===== src/sv/ke2ps2_pkg.sv =====
// Package: key code table, sequence kinds and shared types for the set 2 converter.
`timescale 1ns / 1ps
package ke2ps2_pkg;

  localparam int unsigned KIND_W = 3;

  localparam logic [KIND_W-1:0] KIND_NONE  = 3'd0;
  localparam logic [KIND_W-1:0] KIND_NORM  = 3'd1;
  localparam logic [KIND_W-1:0] KIND_EXT   = 3'd2;
  localparam logic [KIND_W-1:0] KIND_PRTSC = 3'd3;
  localparam logic [KIND_W-1:0] KIND_PAUSE = 3'd4;

  localparam logic [7:0] BYTE_BREAK = 8'hF0;
  localparam logic [7:0] BYTE_EXT0  = 8'hE0;
  localparam logic [7:0] BYTE_EXT1  = 8'hE1;
  localparam logic [7:0] BYTE_LCTRL = 8'h14;
  localparam logic [7:0] BYTE_NUML  = 8'h77;
  localparam logic [7:0] BYTE_LSHFT = 8'h12;
  localparam logic [7:0] BYTE_KPMUL = 8'h7C;

  localparam logic [7:0] HID_PRTSC = 8'h46;
  localparam logic [7:0] HID_PAUSE = 8'h48;

  localparam int unsigned SEQ_MAX = 8;
  localparam int unsigned IDX_W   = $clog2(SEQ_MAX);

  typedef struct packed {
    logic [KIND_W-1:0] kind;
    logic [7:0]        code;
  } entry_t;

  typedef struct packed {
    entry_t entry;
    logic   rel;
  } item_t;

  function automatic entry_t make_entry(input logic [7:0] key);
    entry_t e;
    e.kind = KIND_NORM;
    e.code = 8'h00;
    case (key)
      8'h04: e.code = 8'h1C;  8'h05: e.code = 8'h32;  8'h06: e.code = 8'h21;
      8'h07: e.code = 8'h23;  8'h08: e.code = 8'h24;  8'h09: e.code = 8'h2B;
      8'h0A: e.code = 8'h34;  8'h0B: e.code = 8'h33;  8'h0C: e.code = 8'h43;
      8'h0D: e.code = 8'h3B;  8'h0E: e.code = 8'h42;  8'h0F: e.code = 8'h4B;
      8'h10: e.code = 8'h3A;  8'h11: e.code = 8'h31;  8'h12: e.code = 8'h44;
      8'h13: e.code = 8'h4D;  8'h14: e.code = 8'h15;  8'h15: e.code = 8'h2D;
      8'h16: e.code = 8'h1B;  8'h17: e.code = 8'h2C;  8'h18: e.code = 8'h3C;
      8'h19: e.code = 8'h2A;  8'h1A: e.code = 8'h1D;  8'h1B: e.code = 8'h22;
      8'h1C: e.code = 8'h35;  8'h1D: e.code = 8'h1A;  8'h1E: e.code = 8'h16;
      8'h1F: e.code = 8'h1E;  8'h20: e.code = 8'h26;  8'h21: e.code = 8'h25;
      8'h22: e.code = 8'h2E;  8'h23: e.code = 8'h36;  8'h24: e.code = 8'h3D;
      8'h25: e.code = 8'h3E;  8'h26: e.code = 8'h46;  8'h27: e.code = 8'h45;
      8'h28: e.code = 8'h5A;  8'h29: e.code = 8'h76;  8'h2A: e.code = 8'h66;
      8'h2B: e.code = 8'h0D;  8'h2C: e.code = 8'h29;  8'h2D: e.code = 8'h4E;
      8'h2E: e.code = 8'h55;  8'h2F: e.code = 8'h54;  8'h30: e.code = 8'h5B;
      8'h31: e.code = 8'h5D;  8'h33: e.code = 8'h4C;  8'h34: e.code = 8'h52;
      8'h35: e.code = 8'h0E;  8'h36: e.code = 8'h41;  8'h37: e.code = 8'h49;
      8'h38: e.code = 8'h4A;  8'h39: e.code = 8'h58;  8'h3A: e.code = 8'h05;
      8'h3B: e.code = 8'h06;  8'h3C: e.code = 8'h04;  8'h3D: e.code = 8'h0C;
      8'h3E: e.code = 8'h03;  8'h3F: e.code = 8'h0B;  8'h40: e.code = 8'h83;
      8'h41: e.code = 8'h0A;  8'h42: e.code = 8'h01;  8'h43: e.code = 8'h09;
      8'h44: e.code = 8'h78;  8'h45: e.code = 8'h07;  8'h47: e.code = 8'h7E;
      8'h53: e.code = 8'h77;  8'h55: e.code = 8'h7C;  8'h56: e.code = 8'h7B;
      8'h57: e.code = 8'h79;  8'h59: e.code = 8'h69;  8'h5A: e.code = 8'h72;
      8'h5B: e.code = 8'h7A;  8'h5C: e.code = 8'h6B;  8'h5D: e.code = 8'h73;
      8'h5E: e.code = 8'h74;  8'h5F: e.code = 8'h6C;  8'h60: e.code = 8'h75;
      8'h61: e.code = 8'h7D;  8'h62: e.code = 8'h70;  8'h63: e.code = 8'h71;
      8'hE0: e.code = 8'h14;  8'hE1: e.code = 8'h12;  8'hE2: e.code = 8'h11;
      8'hE5: e.code = 8'h59;
      8'h49: e = '{kind: KIND_EXT, code: 8'h70};
      8'h4A: e = '{kind: KIND_EXT, code: 8'h6C};
      8'h4B: e = '{kind: KIND_EXT, code: 8'h7D};
      8'h4C: e = '{kind: KIND_EXT, code: 8'h71};
      8'h4D: e = '{kind: KIND_EXT, code: 8'h69};
      8'h4E: e = '{kind: KIND_EXT, code: 8'h7A};
      8'h4F: e = '{kind: KIND_EXT, code: 8'h74};
      8'h50: e = '{kind: KIND_EXT, code: 8'h6B};
      8'h51: e = '{kind: KIND_EXT, code: 8'h72};
      8'h52: e = '{kind: KIND_EXT, code: 8'h75};
      8'h54: e = '{kind: KIND_EXT, code: 8'h4A};
      8'h58: e = '{kind: KIND_EXT, code: 8'h5A};
      8'h65: e = '{kind: KIND_EXT, code: 8'h2F};
      8'hE3: e = '{kind: KIND_EXT, code: 8'h1F};
      8'hE4: e = '{kind: KIND_EXT, code: 8'h14};
      8'hE6: e = '{kind: KIND_EXT, code: 8'h11};
      8'hE7: e = '{kind: KIND_EXT, code: 8'h27};
      HID_PRTSC: e.kind = KIND_PRTSC;
      HID_PAUSE: e.kind = KIND_PAUSE;
      default:   e.kind = KIND_NONE;
    endcase
    return e;
  endfunction

endpackage


===== src/sv/ke2ps2_seq.sv =====
// Byte sequencer: expands one looked-up key event into its set 2 bytes, one beat per cycle.
`timescale 1ns / 1ps
module ke2ps2_seq (
  input  logic                 clk,
  input  logic                 rst_n,
  input  logic                 item_valid,
  input  ke2ps2_pkg::item_t    item,
  output logic                 take,
  output logic                 out_strobe,
  output logic [7:0]           out_scan_byte,
  output logic                 out_last_byte
);
  import ke2ps2_pkg::*;

  logic [7:0]       seq_r [SEQ_MAX];
  logic [7:0]       seq_nxt [SEQ_MAX];
  logic [IDX_W-1:0] idx_r;
  logic [IDX_W-1:0] last_r;
  logic [IDX_W-1:0] last_nxt;
  logic             act_r;
  logic             has_nxt;
  logic             strobe_r;
  logic [7:0]       byte_r;
  logic             lastb_r;
  logic             at_end;

  assign at_end = (idx_r == last_r);
  assign take   = item_valid && (!act_r || at_end);

  always_comb begin
    for (int i = 0; i < SEQ_MAX; i++) seq_nxt[i] = 8'h00;
    last_nxt = '0;
    has_nxt  = 1'b1;
    case (item.entry.kind)
      KIND_NORM: begin
        if (item.rel) begin
          seq_nxt[0] = BYTE_BREAK;
          seq_nxt[1] = item.entry.code;
          last_nxt   = IDX_W'(1);
        end else begin
          seq_nxt[0] = item.entry.code;
        end
      end
      KIND_EXT: begin
        seq_nxt[0] = BYTE_EXT0;
        if (item.rel) begin
          seq_nxt[1] = BYTE_BREAK;
          seq_nxt[2] = item.entry.code;
          last_nxt   = IDX_W'(2);
        end else begin
          seq_nxt[1] = item.entry.code;
          last_nxt   = IDX_W'(1);
        end
      end
      KIND_PRTSC: begin
        seq_nxt[0] = BYTE_EXT0;
        if (item.rel) begin
          seq_nxt[1] = BYTE_BREAK;
          seq_nxt[2] = BYTE_KPMUL;
          seq_nxt[3] = BYTE_EXT0;
          seq_nxt[4] = BYTE_BREAK;
          seq_nxt[5] = BYTE_LSHFT;
          last_nxt   = IDX_W'(5);
        end else begin
          seq_nxt[1] = BYTE_LSHFT;
          seq_nxt[2] = BYTE_EXT0;
          seq_nxt[3] = BYTE_KPMUL;
          last_nxt   = IDX_W'(3);
        end
      end
      KIND_PAUSE: begin
        seq_nxt[0] = BYTE_EXT1;
        seq_nxt[1] = BYTE_LCTRL;
        seq_nxt[2] = BYTE_NUML;
        seq_nxt[3] = BYTE_EXT1;
        seq_nxt[4] = BYTE_BREAK;
        seq_nxt[5] = BYTE_LCTRL;
        seq_nxt[6] = BYTE_BREAK;
        seq_nxt[7] = BYTE_NUML;
        last_nxt   = IDX_W'(SEQ_MAX - 1);
        has_nxt    = !item.rel;
      end
      default: has_nxt = 1'b0;
    endcase
  end

  always_ff @(posedge clk) begin
    if (!rst_n) begin
      act_r    <= 1'b0;
      strobe_r <= 1'b0;
      idx_r    <= '0;
    end else begin
      strobe_r <= act_r;
      if (take) begin
        act_r  <= has_nxt;
        idx_r  <= '0;
        last_r <= last_nxt;
        seq_r  <= seq_nxt;
      end else if (act_r) begin
        idx_r <= idx_r + 1'b1;
        if (at_end) act_r <= 1'b0;
      end
    end
  end

  always_ff @(posedge clk) begin
    byte_r  <= seq_r[idx_r];
    lastb_r <= at_end;
  end

  assign out_strobe    = strobe_r;
  assign out_scan_byte = byte_r;
  assign out_last_byte = lastb_r;

endmodule


===== src/sv/key_event_to_ps2_set2_bytes.sv =====
// Top level: USB HID key event in, PS/2 scan code set 2 bytes out.
`timescale 1ns / 1ps
// A key event is taken when start is high and busy is low. Its key code is
// looked up in a registered table, then its bytes leave one beat per clock
// on out_scan_byte, flagged by out_strobe, with out_last_byte on the final
// one. The first byte passes through the lookup register, the sequencer's
// byte store and its output register. An event has 1 to 8 bytes (Print
// Screen 4 or 6, Pause press 8); an event with no bytes (unmapped key,
// Pause release) passes through the lookup register and sends nothing.
// A waiting event is taken while the current one is still streaming, so
// sequences follow each other with no gap. The receiver cannot stall:
// every strobed byte must be captured in its cycle.
module key_event_to_ps2_set2_bytes (
  input  logic       clk,
  input  logic       rst_n,
  input  logic       start,
  output logic       busy,
  input  logic [7:0] in_key_code,
  input  logic       in_released,
  output logic       out_strobe,
  output logic [7:0] out_scan_byte,
  output logic       out_last_byte
);
  import ke2ps2_pkg::*;

  logic  s1_valid_r;
  item_t s1_item_r;
  logic  take;
  logic  accept;

  assign busy   = s1_valid_r && !take;
  assign accept = start && !busy;

  always_ff @(posedge clk) begin
    if (!rst_n) begin
      s1_valid_r <= 1'b0;
    end else if (accept) begin
      s1_valid_r <= 1'b1;
    end else if (take) begin
      s1_valid_r <= 1'b0;
    end
  end

  // table read, registered
  always_ff @(posedge clk) begin
    if (accept) begin
      s1_item_r.entry <= make_entry(in_key_code);
      s1_item_r.rel   <= in_released;
    end
  end

  ke2ps2_seq u_seq (
    .clk           (clk),
    .rst_n         (rst_n),
    .item_valid    (s1_valid_r),
    .item          (s1_item_r),
    .take          (take),
    .out_strobe    (out_strobe),
    .out_scan_byte (out_scan_byte),
    .out_last_byte (out_last_byte)
  );

  a_no_gap: assert property (@(posedge clk) disable iff (!rst_n)
    out_strobe && !out_last_byte |=> out_strobe)
    else $error("byte sequence broken before its last beat");

  a_e0_not_last: assert property (@(posedge clk) disable iff (!rst_n)
    out_strobe && (out_scan_byte == BYTE_EXT0 || out_scan_byte == BYTE_EXT1)
      |-> !out_last_byte)
    else $error("prefix byte flagged as last");

  a_reset_quiet: assert property (@(posedge clk)
    !rst_n |=> !out_strobe && !busy)
    else $error("activity right after reset");

  a_busy_held: assert property (@(posedge clk) disable iff (!rst_n)
    busy |-> s1_valid_r && !take)
    else $error("busy without a pending event");

endmodule


===== config.mk =====
export PLATFORM = sky130hd
export DESIGN_NAME = key_event_to_ps2_set2_bytes
export DESIGN_NICKNAME = d
export VERILOG_FILES = /design/src/sv/ke2ps2_pkg.sv /design/src/sv/ke2ps2_seq.sv /design/src/sv/key_event_to_ps2_set2_bytes.sv
export SDC_FILE = /design/constraint.sdc
export NUM_CORES = 1
export LEC_CHECK = 0
export BUFFER_PORTS_ARGS = -buffer_cell sky130_fd_sc_hd__buf_2
export CORE_MARGIN = 2
export CORE_UTILIZATION = 49
export DETAILED_ROUTE_END_ITERATION = 10
export PLACE_DENSITY_LB_ADDON = 0.25
export SYNTH_ARGS = -nofsm -noshare
export SYNTH_HDL_FRONTEND = slang
export SYNTH_HIERARCHICAL = 1
export SYNTH_SLANG_ARGS = --single-unit

===== constraint.sdc =====
create_clock -name clk -period 3.15 [get_ports clk]
set_input_delay 0.1575 -clock clk [delete_from_list [all_inputs] [get_ports clk]]
set_output_delay 0.1575 -clock clk [all_outputs]
set_load 0.05 [all_outputs]

==> impl_metrics.py <==
metrics = {
    "routing": {
        "drtIter0Drc": 416,
        "drt_wl_total_um": 15000,
        "dr.pass1.iters": 6,
        "vias_per_cell": 6.84,
        "wl_per_cell_um": 21.7,
        "vias": 4724,
        "drc": 0,
        "antenna_left": 0,
    },
    "placed_design": {
        "pre_cts_ws_ns": 0.322,
        "dp.cells": 674,
        "place.gp.congestion": 1.03,
        "hpwl_um": 10500,
        "portBuffers": 22,
        "placed_area_um2": 4960,
    },
    "setup_path": {
        "cpPeakStageDelay_ns": 0.69,
        "crit_buf_inv": 1,
        "worstPathRequired_ns": 3.20,
        "cp-startpoint": "in_key_code[2]",
        "crit_path_start_kind": "input port",
        "arrival_ns": 2.70,
        "crit_fanout": 31,
        "crit_family": "simple AND/OR/NAND/NOR gates",
        "timing.rr.start": "s1_item_r[9]$_DFFE_PP_",
        "slowest_stage": "nor4_1",
        "cp-end-kind": "flip-flop",
        "crit_chain": "buf_2, xnor2_1, a2111oi_0, a31o_2, nor4_1, nand2_1, or4_1",
        "crit_type": "input port to flip-flop",
    },
    "sta": {
        "whs_ns": 0.0500,
        "fmax_ghz": 0.377,
        "worst_pin_slew_ns": 0.868,
        "max-slew-margin-rel_pct": 41.6,
        "fin_skew_ns": 0.00676,
        "fin_crit_sh_pct": 84.2,
        "setup_viol": 0,
        "rsz0062_at_grt": "false",
        "min_period_ns": 2.65,
        "setup_tns_ns": 0,
        "finalHoldViolCount": 0,
        "slew_violations": 0,
        "fin_ws_ns": 0.496,
    },
    "layout": {
        "final_cells": 691,
        "finish.instance_area_um2": 5180,
        "antennaDiodeCount": 0,
        "syn2layout_area_growth_pct": 6.69,
        "multi_input_area_um2": 2800,
        "register_area_um2": 1650,
        "post-route-util_pct": 53.5,
        "layout-drive-gt1-share_pct": 15.4,
        "final_nets": 566,
        "fillers": 894,
    },
    "global_routing": {
        "gr-total-overflow": 0,
        "grtUsageMet1_pct": 34.0,
        "grt_pass1_vias": 4445,
        "met3_usage_pct": 5.54,
        "use_met2_pct": 46.0,
        "top_usage_layer": "met2",
        "grt_pass1_wl_um": 24000,
        "antenna_found_initial": 0,
        "grt.total_usage_pct": 28.1,
        "grt_max_degree": 43,
    },
    "cts": {
        "cts-root-buf": "clkbuf_8",
        "cts_resized": 0,
        "numCtsBuffers": 9,
        "clk_pin_slew_ns": 0.06,
        "cts.path.max_buffers": 2,
        "insertion_delay_ns": 0.33,
        "numClockSinks": 60,
        "cts-htree-levels": 3,
        "cts_tree": "yes",
    },
    "hold_path": {
        "hold_class": "input port to flip-flop",
        "worstHoldStart": "start",
    },
    "logic_synthesis": {
        "syn-num-nets": 568,
        "synth_area_leaders": "edfxtp_1 28%, dfxtp_1 6.2%, a21oi_1 4.5%, o21ai_0 4.2%, nand2_1 3.9%",
        "synth_edf_count": 45,
        "mappedNetlistArea_um2": 4860,
        "synth_seq_cells": 60,
        "ys_warn_count": 6,
        "synth_most_common_cell": "nand2_1",
        "yosys_most_used_dff": "edfxtp_1",
        "yosysTopAreaCell": "edfxtp_1",
        "synth-seq-area-share_pct": 34.0,
        "async_flop_share_pct": 0,
        "synth_commonest_cells": "50 x nand2_1, 45 x edfxtp_1, 44 x a21oi_1",
        "ys_types": 78,
        "avgSynthCellArea_um2": 8.76,
        "synthCells": 555,
        "synth_top_cell_area_share_pct": 27.8,
    },
    "power_and_ir_drop": {
        "ir_drop_uv": 226,
        "total_power_mw": 2.11,
        "powerDensity_nw_per_um2": 408,
        "power_leakage_nw": 1.85,
    },
    "floorplanning": {
        "pin_count": 23,
        "start_util_pct": 50.2,
        "die-area_um2": 10700,
        "core_area_um2": 9680,
        "die_x_um": 104,
        "die_h_um": 104,
        "fp-row-count": 36,
    },
    "status": {
        "status": "completed",
    },
    "run": {
        "maxCapViolations": 0,
    },
}
==> where the power goes <==
part           internal [mW]  switching [mW]  leakage [nW]
Combinational          0.144           0.281          1.18
Sequential             0.905          0.0377         0.563
Clock                  0.466           0.281         0.107
Total                   1.52           0.599          1.85
==> worst paths after layout <==
kind | endpoint | slack, ns | cells past startpoint
max | s1_item_r[1]$_DFFE_PP_ | 0.50 | 7
min | s1_valid_r$_SDFFE_PN0P_ | 0.05 | 2
max reg2reg | u_seq/seq_r[50]$_DFFE_PP_ | 1.29 | 4
min reg2reg | u_seq/seq_r[51]$_DFFE_PP_ | 0.57 | 1
==> what timing repair did <==
action | in CTS | in global routing
hold endpoints to repair | 1 | 0
hold buffers | 1 | 0
buffers inserted | 0 | 0
==> state kept, by name (all words and copies together) (netlist names) <==
signal               cells
u_seq/seq_r             30
s1_item_r               12
u_seq/out_scan_byte      8
u_seq/idx_r              3
u_seq/last_r             3
s1_valid_r               1
u_seq/act_r              1
u_seq/out_last_byte      1
u_seq/out_strobe         1
==> area by class of cell <==
type,count,share of cell area (%)
Timing Repair Buffer,49,6.08
Tap cell,133,3.21
Clock inverter,4,1.40
Inverter,8,0.579
Sequential cell,60,31.9
Clock buffer,12,2.80
Multi-Input combinational cell,425,54.1
==> cell families (layout without fill, tap and decap cells) <==
family | count (synthesis) | after routing | synth area share [%]
compound gates | 165 | 165 | 22.0
xor+xnor | 8 | 8 | 1.60
fa+ha+maj | 1 | 1 | 0.257
buf+inv | 70 | 73 | 8.52
flops | 60 | 60 | 34.0
mux | 14 | 14 | 4.92
simple gates | 237 | 237 | 28.7
==> per-layer routing <==
layer,share of wire (%),up-vias
li1,-,2107
met1,36,2192
met2,47,338
met3,9.4,87
met4,6.9,0
met5,0,-
==> cells in the final DEF (no fill, tap or decap), types with 7 or more instances in the layout <==
| cell type | count |
|---|---|
| nor3_1 | 19 |
| nand4_1 | 7 |
| buf_4 | 26 |
| a211oi_1 | 9 |
| nand2b_1 | 15 |
| nand2_1 | 50 |
| a21oi_1 | 43 |
| dfxtp_1 | 15 |
| and2_1 | 9 |
| nor2b_1 | 18 |
| buf_2 | 22 |
| edfxtp_1 | 45 |
| nand3_1 | 24 |
| o21ai_0 | 41 |
| nor2_1 | 24 |
| and3b_1 | 8 |
| o21a_1 | 8 |
| inv_1 | 8 |
| clkbuf_8 | 10 |
| xnor2_1 | 7 |
| nor4_1 | 8 |
No activity file was read; power rests on OpenSTA's default activity.
